File: src/rtl/rhsb_pkg.sv
// rhsb_pkg: shared widths, stage types and the division step of the rgb to hsb pipeline
// no dependencies; used by rgb_to_hsb_converter_top
`default_nettype none

package rhsb_pkg;

  localparam int unsigned CH_W       = 8;   // color channel width
  localparam int unsigned FRAC_W     = 16;  // q0.16 output fractions
  localparam int unsigned HDIV_W     = 11;  // hue divisor 6*d, at most 1530
  localparam int unsigned HNUM_W     = 12;  // signed hue numerator before wrap
  localparam int unsigned PRE_STAGES = 3;   // max/min, numerator, divider setup
  localparam int unsigned DIV_STEPS  = FRAC_W;
  localparam int unsigned NSTAGE     = PRE_STAGES + DIV_STEPS + 1;

  typedef enum logic [1:0] {
    SEC_RED   = 2'd0,
    SEC_GREEN = 2'd1,
    SEC_BLUE  = 2'd2
  } sector_t;

  typedef struct packed {
    logic [CH_W-1:0] red;
    logic [CH_W-1:0] green;
    logic [CH_W-1:0] blue;
    logic [CH_W-1:0] mx;
    logic [CH_W-1:0] mn;
    sector_t         sector;
  } pre0_t;

  typedef struct packed {
    logic [CH_W-1:0]          mx;
    logic [CH_W-1:0]          d;
    logic signed [HNUM_W-1:0] n;
  } pre1_t;

  typedef struct packed {
    logic [CH_W-1:0]   mx;
    logic [CH_W-1:0]   rem_s;
    logic [FRAC_W-1:0] q_s;
    logic [HDIV_W-1:0] dh;
    logic [HDIV_W-1:0] rem_h;
    logic [FRAC_W-1:0] q_h;
    logic              grey;
    logic              sat_full;
  } div_t;

  // one restoring step for both dividers: one quotient bit each
  function automatic div_t div_step(div_t s);
    div_t            o;
    logic [CH_W:0]   r2_s;
    logic [HDIV_W:0] r2_h;
    logic            ge_s;
    logic            ge_h;
    o    = s;
    r2_s = {s.rem_s, 1'b0};
    r2_h = {s.rem_h, 1'b0};
    ge_s = (r2_s >= {1'b0, s.mx});
    ge_h = (r2_h >= {1'b0, s.dh});
    o.rem_s = ge_s ? CH_W'(r2_s - {1'b0, s.mx}) : CH_W'(r2_s);
    o.rem_h = ge_h ? HDIV_W'(r2_h - {1'b0, s.dh}) : HDIV_W'(r2_h);
    o.q_s   = {s.q_s[FRAC_W-2:0], ge_s};
    o.q_h   = {s.q_h[FRAC_W-2:0], ge_h};
    return o;
  endfunction

endpackage

`default_nettype wire

File: src/rtl/rgb_to_hsb_converter_top.sv
// rgb_to_hsb_converter_top: pixel rgb to hue, saturation and brightness pipeline
// depends on rhsb_pkg for stage types, widths and the division step
//
// Takes one pixel per clock when the output side keeps up, and passes each
// result through its stages in order: one stage finds the largest and
// smallest channel, one forms the hue numerator, one wraps it and sets up the
// dividers, sixteen stages each give one quotient bit of the saturation and
// hue divisions, and a last register drives the outputs. Every stage holds its
// word while the next one is full and stalled, so empty stages still take new
// pixels while a result waits. Grey pixels give zero hue and saturation, and
// saturation reaches 65535 when the smallest channel is zero and the largest is not.
`default_nettype none

module rgb_to_hsb_converter_top (
  input  wire logic        clk,
  input  wire logic        rst_n,
  input  wire logic        in_valid,
  output logic             in_ready,
  input  wire logic [7:0]  in_red,
  input  wire logic [7:0]  in_green,
  input  wire logic [7:0]  in_blue,
  output logic             out_valid,
  input  wire logic        out_ready,
  output logic [15:0]      out_hue_frac,
  output logic [15:0]      out_sat_frac,
  output logic [7:0]       out_bright_level
);

  localparam int unsigned NS = rhsb_pkg::NSTAGE;
  localparam int unsigned CW = rhsb_pkg::CH_W;
  localparam int unsigned FW = rhsb_pkg::FRAC_W;
  localparam int unsigned HW = rhsb_pkg::HDIV_W;
  localparam int unsigned NW = rhsb_pkg::HNUM_W;
  localparam int unsigned DS = rhsb_pkg::DIV_STEPS;

  logic [NS-1:0] v_r;
  logic [NS-1:0] en;

  rhsb_pkg::pre0_t p0_r, p0_nxt;
  rhsb_pkg::pre1_t p1_r, p1_nxt;
  rhsb_pkg::div_t  div_r [0:DS];
  rhsb_pkg::div_t  d0_nxt;

  logic [FW-1:0] hue_r, hue_nxt;
  logic [FW-1:0] sat_r, sat_nxt;
  logic [CW-1:0] bright_r;

  // a stage loads when it is empty or its word moves on
  always_comb begin
    en[NS-1] = !v_r[NS-1] || out_ready;
    for (int i = NS - 2; i >= 0; i--) begin
      en[i] = !v_r[i] || en[i+1];
    end
  end

  assign in_ready = en[0];

  always_ff @(posedge clk) begin
    if (!rst_n) begin
      v_r <= '0;
    end else begin
      if (en[0]) begin
        v_r[0] <= in_valid;
      end
      for (int i = 1; i < NS; i++) begin
        if (en[i]) begin
          v_r[i] <= v_r[i-1];
        end
      end
    end
  end

  // stage 0: largest and smallest channel, ties go red then green
  always_comb begin
    logic red_max;
    logic green_max;
    logic [CW-1:0] mn_rg;
    red_max   = (in_red >= in_green) && (in_red >= in_blue);
    green_max = !red_max && (in_green >= in_blue);
    mn_rg     = (in_red < in_green) ? in_red : in_green;
    p0_nxt.red   = in_red;
    p0_nxt.green = in_green;
    p0_nxt.blue  = in_blue;
    p0_nxt.mn    = (in_blue < mn_rg) ? in_blue : mn_rg;
    if (red_max) begin
      p0_nxt.mx     = in_red;
      p0_nxt.sector = rhsb_pkg::SEC_RED;
    end else if (green_max) begin
      p0_nxt.mx     = in_green;
      p0_nxt.sector = rhsb_pkg::SEC_GREEN;
    end else begin
      p0_nxt.mx     = in_blue;
      p0_nxt.sector = rhsb_pkg::SEC_BLUE;
    end
  end

  always_ff @(posedge clk) begin
    if (en[0]) begin
      p0_r <= p0_nxt;
    end
  end

  // stage 1: chroma and hue numerator in units of 1/(6*d) turn
  always_comb begin
    logic [CW-1:0]          d;
    logic signed [NW-1:0]   base;
    logic signed [NW-1:0]   diff;
    d = p0_r.mx - p0_r.mn;
    case (p0_r.sector)
      rhsb_pkg::SEC_RED: begin
        base = '0;
        diff = $signed({{(NW-CW){1'b0}}, p0_r.green}) - $signed({{(NW-CW){1'b0}}, p0_r.blue});
      end
      rhsb_pkg::SEC_GREEN: begin
        base = $signed({{(NW-CW-1){1'b0}}, d, 1'b0});
        diff = $signed({{(NW-CW){1'b0}}, p0_r.blue}) - $signed({{(NW-CW){1'b0}}, p0_r.red});
      end
      rhsb_pkg::SEC_BLUE: begin
        base = $signed({{(NW-CW-2){1'b0}}, d, 2'b00});
        diff = $signed({{(NW-CW){1'b0}}, p0_r.red}) - $signed({{(NW-CW){1'b0}}, p0_r.green});
      end
      default: begin
        base = '0;
        diff = '0;
      end
    endcase
    p1_nxt.mx = p0_r.mx;
    p1_nxt.d  = d;
    p1_nxt.n  = base + diff;
  end

  always_ff @(posedge clk) begin
    if (en[1]) begin
      p1_r <= p1_nxt;
    end
  end

  function automatic logic [HW-3:0] d_ext(logic [CW-1:0] d);
    return (HW-2)'(d);
  endfunction

  // stage 2: wrap negative hue and load both dividers
  always_comb begin
    logic [HW-1:0]        dh;
    logic signed [NW-1:0] nw;
    dh = HW'({d_ext(p1_r.d), 2'b00}) + HW'({d_ext(p1_r.d), 1'b0});
    nw = p1_r.n[NW-1] ? (p1_r.n + $signed({1'b0, dh})) : p1_r.n;
    d0_nxt.mx       = p1_r.mx;
    d0_nxt.rem_s    = p1_r.d;
    d0_nxt.q_s      = '0;
    d0_nxt.dh       = dh;
    d0_nxt.rem_h    = nw[HW-1:0];
    d0_nxt.q_h      = '0;
    d0_nxt.grey     = (p1_r.d == '0);
    d0_nxt.sat_full = (p1_r.d == p1_r.mx) && (p1_r.d != '0);
  end

  always_ff @(posedge clk) begin
    if (en[2]) begin
      div_r[0] <= d0_nxt;
    end
  end

  // stages 3 to 18: one quotient bit per stage
  for (genvar k = 1; k <= DS; k++) begin : g_div
    always_ff @(posedge clk) begin
      if (en[2+k]) begin
        div_r[k] <= rhsb_pkg::div_step(div_r[k-1]);
      end
    end
  end

  // output stage: grey and full-saturation fixups
  always_comb begin
    hue_nxt = div_r[DS].grey ? '0 : div_r[DS].q_h;
    if (div_r[DS].grey) begin
      sat_nxt = '0;
    end else if (div_r[DS].sat_full) begin
      sat_nxt = '1;
    end else begin
      sat_nxt = div_r[DS].q_s;
    end
  end

  always_ff @(posedge clk) begin
    if (en[NS-1]) begin
      hue_r    <= hue_nxt;
      sat_r    <= sat_nxt;
      bright_r <= div_r[DS].mx;
    end
  end

  assign out_valid        = v_r[NS-1];
  assign out_hue_frac     = hue_r;
  assign out_sat_frac     = sat_r;
  assign out_bright_level = bright_r;

endmodule

`default_nettype wire
File: config.mk
export PLATFORM = sky130hd
export DESIGN_NAME = rgb_to_hsb_converter_top
export DESIGN_NICKNAME = d
export VERILOG_FILES = /design/src/rtl/rhsb_pkg.sv /design/src/rtl/rgb_to_hsb_converter_top.sv
export SDC_FILE = /design/constraint.sdc
export NUM_CORES = 2
export LEC_CHECK = 0
export BUFFER_PORTS_ARGS = -buffer_cell sky130_fd_sc_hd__buf_2
export CAP_MARGIN = 0
export CORE_AREA = 3 3 418 420
export CTS_CLUSTER_DIAMETER = 60
export DETAILED_ROUTE_END_ITERATION = 16
export DIE_AREA = 0 0 421 423
export MAX_ROUTING_LAYER = met4
export PLACE_DENSITY = 0.48
export REMOVE_ABC_BUFFERS = 1
export SLEW_MARGIN = 15
export SYNTH_ARGS = -nofsm -noshare
export SYNTH_HDL_FRONTEND = slang
export SYNTH_SLANG_ARGS = --single-unit
File: constraint.sdc
create_clock -name clk -period 7.05 [get_ports clk]
set_clock_uncertainty 0.15 [all_clocks]
set_input_delay 1.41 -clock clk [delete_from_list [all_inputs] [get_ports clk]]
set_output_delay 1.41 -clock clk [all_outputs]
set_load 0.02 [all_outputs]
# Word-level counts from Yosys, hierarchy flattened
# Memories as Yosys holds them, arrays and structs flattened.
# Cells that the tools add are included.
[op_classes]
n_addsub = 39
n_lt_le_gt_ge = 37
n_eq_ne = 3
muxes = 75
reduce_logical = 47
[op_table]
columns = ["op", "count"]
rows = [
  ["12-bit by 11-bit >= comparator with 1-bit output", 16],
  ["11-bit two-way mux", 17],
  ["11-bit subtractor", 16],
  ["8-bit two-way mux", 20],
  ["9-bit by 8-bit >= comparator with 1-bit output", 16],
  ["8-bit subtractor", 17],
  ["12-bit case mux with 3 select lines", 1],
  ["1-bit two-way mux", 34],
  ["8-bit by 8-bit subtractor with 9-bit output", 3],
  ["8-bit >= comparator", 3],
  ["1-bit logical NOT", 21],
  ["1-bit logical OR", 20],
  ["10-bit case mux with 2 select lines", 1],
  ["8-bit < comparator", 2],
  ["16-bit two-way mux", 1],
  ["12-bit adder", 1],
  ["10-bit by 9-bit adder with 11-bit output", 1],
  ["11-bit adder", 1],
  ["8-bit equality test", 1],
  ["8-bit logical NOT", 1],
  ["8-bit nonzero test", 1],
  ["1-bit logical AND", 3],
  ["2-bit by 1-bit equality test with 1-bit output (second input constant)", 1],
  ["2-bit equality test (second input constant)", 1],
  ["other kinds (2)", 2],
]
[totals]
register_bits = 130
mem_bits_rw = 1224
word_cells = 234
mem_count = 1
[memory_table]
columns = ["name", "depth", "word_bits", "rd", "rd_ports_with_merged_regs", "write_ports", "line_no", "source"]
rows = [
  ["div_r", 17, 72, 17, 0, 17, "rgb_to_hsb_converter_top.sv:41", "rhsb_pkg::div_t div_r [0:DS];"],
]

# Logic depth before layout (Yosys ltp)
[depth]
word_depth = 21
depth_mapped = 15
ltp_nobuf = 15

# Least setup slack after synthesis
# OpenSTA, ideal clock, no wires.
[synth_path]
kind = "input-to-output"
start = "input out_ready"
end = "output in_ready"
t_arrival_ps = 4321
required_ps = 5490
setup_slack_ps = 1169
path_stages = 7
path_buffers = 1
path_cell_list = "nor2b_4 inv_1 nor4_4 and4_1 buf_2 and4_4 nand3_1"
[synth_between]
elab_chain_len = 20
[synth_rtl]
columns = ["element", "line_no", "source"]
rows = [
  ["start: declaration", "rgb_to_hsb_converter_top.sv:23", "input wire logic out_ready,"],
  ["1-bit logical OR", "rgb_to_hsb_converter_top.sv:50", "en[NS-1] = !v_r[NS-1] || out_ready;"],
  ["named net en[19]", "rgb_to_hsb_converter_top.sv:37", "logic [NS-1:0] en;"],
  ["1-bit logical OR (19 in a row)", "rgb_to_hsb_converter_top.sv:52", "en[i] = !v_r[i] || en[i+1];"],
  ["end: declaration", "rgb_to_hsb_converter_top.sv:18", "output logic in_ready,"],
]
# The timed path passes the listed nets, and every way through them passes these cells.

# Final worst setup path
# Ends and elaborated chain as after synthesis.

==> metrics <==
maximum vdd ir drop roughly 0.25 mV; CTS Buf Count 120; post-cts sizing count 0; core box area 0.1714 mm^2; quantity of hold-fixing buffers added after cts 0; DIE WIDTH 421 um; required time reported for the critical path endpoint around 5500 ps; pin count of the biggest net entering global routing 69; GR Util All Layers between 10 and 15%; height of the die approximately 420 um; gate count of the mapped netlist 3,888; launch instance of the worst register-to-register path p0_r[1]; endpoint of the worst hold path div_r[0][73]; CTS tree built; IO Port Bufs between 60 and 70; Finished Core Util 34.24%; top cell type by total area after synthesis sky130_fd_sc_hd__edfxtp_1; P per Cell Area roughly 540 mW/mm^2; result of the run finished clean; total standard cell area after synthesis ~0.051 mm^2; highest achievable clock rate around 0.19 GHz; number of synthesized flops with an enable pin ~1,000; vias in the first global route approximately 30,000; CTS Buffer Depth 3; total number of H-tree levels 3; DR iter-0 viols approximately 1,200; Routability Congestion 0.8294; clock latency reported for the late side of the worst-skew pair about 730 ps; mean instance size in the synthesized netlist roughly 13 um^2; Root Buffer sky130_fd_sc_hd__clkbuf_16; most instantiated cells after synthesis 1,000 x sky130_fd_sc_hd__edfxtp_1, 497 x sky130_fd_sc_hd__inv_1, 384 x sky130_fd_sc_hd__ha_1, 310 x sky130_fd_sc_hd__nor2_1, 190 x sky130_fd_sc_hd__mux2_2; number of vias per cell after detailed routing ~4.5; row count roughly 150; wire length after detailed routing around 97,000 um; register area share after synthesis 59.35%; Final Slew Violations 0; number of cells on the worst reg-to-reg path 11; setup tns final 0 ps; top area cells in the synthesized netlist sky130_fd_sc_hd__edfxtp_1 59%, sky130_fd_sc_hd__ha_1 9.4%, sky130_fd_sc_hd__mux2_2 4.2%, sky130_fd_sc_hd__inv_1 3.6%, sky130_fd_sc_hd__nor2_1 2.3%; warnings from Yosys 0; Post-DP HPWL between 70,000 and 80,000 um; Worst R2R Setup Slack 3260 ps; wire length of the first global-routing pass between 150,000 and 200,000 um; data arrival time of the critical path 3710 ps; ys async rst share 0%; fin crit share between 70% and 80%; largest driver fanout on the critical path between 40 and 50; diode count 0; sinks on the clock net around 1,000; RSZ-0062 raised after global routing false; post-CTS clock slew at the launch and capture registers of the worst setup and hold paths 50 ps; final total power around 32 mW; area fraction of the dominant cell type after synthesis roughly three fifths; cell with the most instances after synthesis sky130_fd_sc_hd__edfxtp_1; Hold/Removal Path Class reg2reg; final instance count without filler cells 6,494; num ports 70; starting density of the core between 20 and 30%; Worst Path Class, Setup in2out; capturing element type of the critical path primary output; endpoint of the most critical register-to-register path p1_r[11]; post-detailed-placement cell area between 0.05 and 0.06 mm^2; detailed-route wire length per cell about 15 um; layout net count between 4,000 and 5,000; area enclosed by the die boundary 0.1781 mm^2; fraction of layout cells with a size suffix above 1 between 10% and 20%; count of antenna-violating nets left after detailed routing 0; global route overflow 0; number of antenna violations at the first check in global routing 0; total number of vias about 30,000; leakage power ~23 nW; number of synthesized register bits slightly above 1,000; Least-Margin Pin Slew 1017 ps; Area Growth Syn to Fin 14.43%; number of hold violations in the final report 0; total setup violations reported at the end of the flow 0; final non-filler cell area ~0.06 mm^2; Placed Cells incl. Taps ~6,300; count of TritonRoute iterations in the first routing pass 5; final critical path time including I/O delays and setup around 5300 ps; type of element launching the critical path input port; max-slew headroom at the worst pin 31.97%; number of distinct library cells after synthesis slightly below 80; number of maximum-capacitance violations 0; Min-Delay Startpoint div_r[0][1]; remaining design rule violation count 0; Worst Hold Depth 0; post-CTS setup-driven buffer insertion count 0; dominant synthesized flop cell sky130_fd_sc_hd__edfxtp_1
## state kept, by name, summed over array words and instances (netlist names)
name              flops
out_hue_frac         16
d0_nxt               16
p0_r                 42
v_r                  20
out_bright_level      8
out_sat_frac         16
div_r               890
p1_r                 12
## routing by layer
metal  share of wire (%)  GRT usage (%)  wire, um  vias up
li1                    -              -         -    14733
met1                  41          11.98     39150    13888
met2                  53          20.41     51270      391
met3                 3.1          1.935      3037      203
met4                 3.2          3.918      3055        0
met5                   0              -         0        -
## layout by cell type, fill, tap and decap left out, types with 14 or more instances in the layout
cell	count
sky130_fd_sc_hd__a211oi_1	40
sky130_fd_sc_hd__or2_2	24
sky130_fd_sc_hd__nand2b_1	19
sky130_fd_sc_hd__nor2_1	310
sky130_fd_sc_hd__xor2_1	43
sky130_fd_sc_hd__o31ai_1	42
sky130_fd_sc_hd__xnor2_1	87
sky130_fd_sc_hd__ha_1	384
sky130_fd_sc_hd__or3_1	14
sky130_fd_sc_hd__fa_1	37
sky130_fd_sc_hd__a21oi_1	159
sky130_fd_sc_hd__clkbuf_16	120
sky130_fd_sc_hd__a21o_1	53
sky130_fd_sc_hd__o31a_1	33
sky130_fd_sc_hd__mux2_2	190
sky130_fd_sc_hd__o41ai_4	15
sky130_fd_sc_hd__o21ai_0	124
sky130_fd_sc_hd__dfxtp_1	20
sky130_fd_sc_hd__a211o_1	16
sky130_fd_sc_hd__clkinv_2	15
sky130_fd_sc_hd__o21a_1	92
sky130_fd_sc_hd__nor3_1	46
sky130_fd_sc_hd__inv_1	491
sky130_fd_sc_hd__nand3_1	61
sky130_fd_sc_hd__edfxtp_1	1000
sky130_fd_sc_hd__buf_4	24
sky130_fd_sc_hd__nor2b_1	125
sky130_fd_sc_hd__o211ai_1	16
sky130_fd_sc_hd__buf_2	69
sky130_fd_sc_hd__nand4_1	48
sky130_fd_sc_hd__a21boi_0	39
sky130_fd_sc_hd__mux2i_1	70
sky130_fd_sc_hd__clkinv_1	16
sky130_fd_sc_hd__o311a_1	14
sky130_fd_sc_hd__clkbuf_1	28
sky130_fd_sc_hd__or4b_2	15
sky130_fd_sc_hd__nand2_1	77
## critical path, stage by stage
cell and delay (ps):
sky130_fd_sc_hd__buf_2 110, sky130_fd_sc_hd__nor2b_4 180, sky130_fd_sc_hd__inv_2 80, sky130_fd_sc_hd__nor4_4 260, sky130_fd_sc_hd__buf_4 270, sky130_fd_sc_hd__and4_1 410
sky130_fd_sc_hd__and4_4 310, sky130_fd_sc_hd__nand3_2 70, sky130_fd_sc_hd__buf_4 300, sky130_fd_sc_hd__buf_2 250
## per-stage QoR
stage | hold WS, ps | setup slack, ps
2_1_floorplan | 250.3 | 1188
3_3_place_gp | 250.5 | 1782
3_5_place_dp | 254.5 | 1804
4_1_cts | 240.6 | 1792
5_1_grt | 246.5 | 1654
6_report | 247.1 | 1776
## power breakdown
| group | switching [mW] | leakage [nW] | internal, mW |
|---|---|---|---|
| clock | 2.51 | 1.93 | 3.67 |
| sequential | 1.23 | 10.5 | 10.3 |
| combinational | 7.21 | 10.8 | 6.59 |
## worst max-delay path by stage
stage               end  cells past startpoint  slack (ps)        start
5_1_grt        in_ready                     10        1650    out_ready
2_1_floorplan  in_ready                      6        1190    out_ready
4_1_cts        in_ready                     10        1790    out_ready
3_3_place_gp    p0_r[7]                     14        1780  in_green[7]
6_report       in_ready                     10        1780    out_ready
3_5_place_dp   in_ready                     10        1800    out_ready
## logic make-up (layout without fill, tap and decap cells)
kind of cell             Yosys count  count (layout)  synth area share, %
flip-flops                      1020            1020                59.35
AND/OR/NAND/NOR                  817             817                8.163
AO/OA/AOI/OAI                    723             723                10.11
buffers and inverters            517             813                3.804
adder cells (fa/ha/maj)          421             421                10.82
multiplexers                     260             260                5.540
XOR/XNOR                         130             130                2.221
## cell type report
class                           instances  area (um^2)
Clock buffer                          152         3163
Fill cell                           16727       112700
Multi-Input combinational cell       2351        18930
Timing Repair Buffer                   94        553.0
Clock inverter                         70        833.3
Inverter                              497         1866
Sequential cell                      1020        30430
Tap cell                             2310         2890
Power figures use the tool's default switching activity.
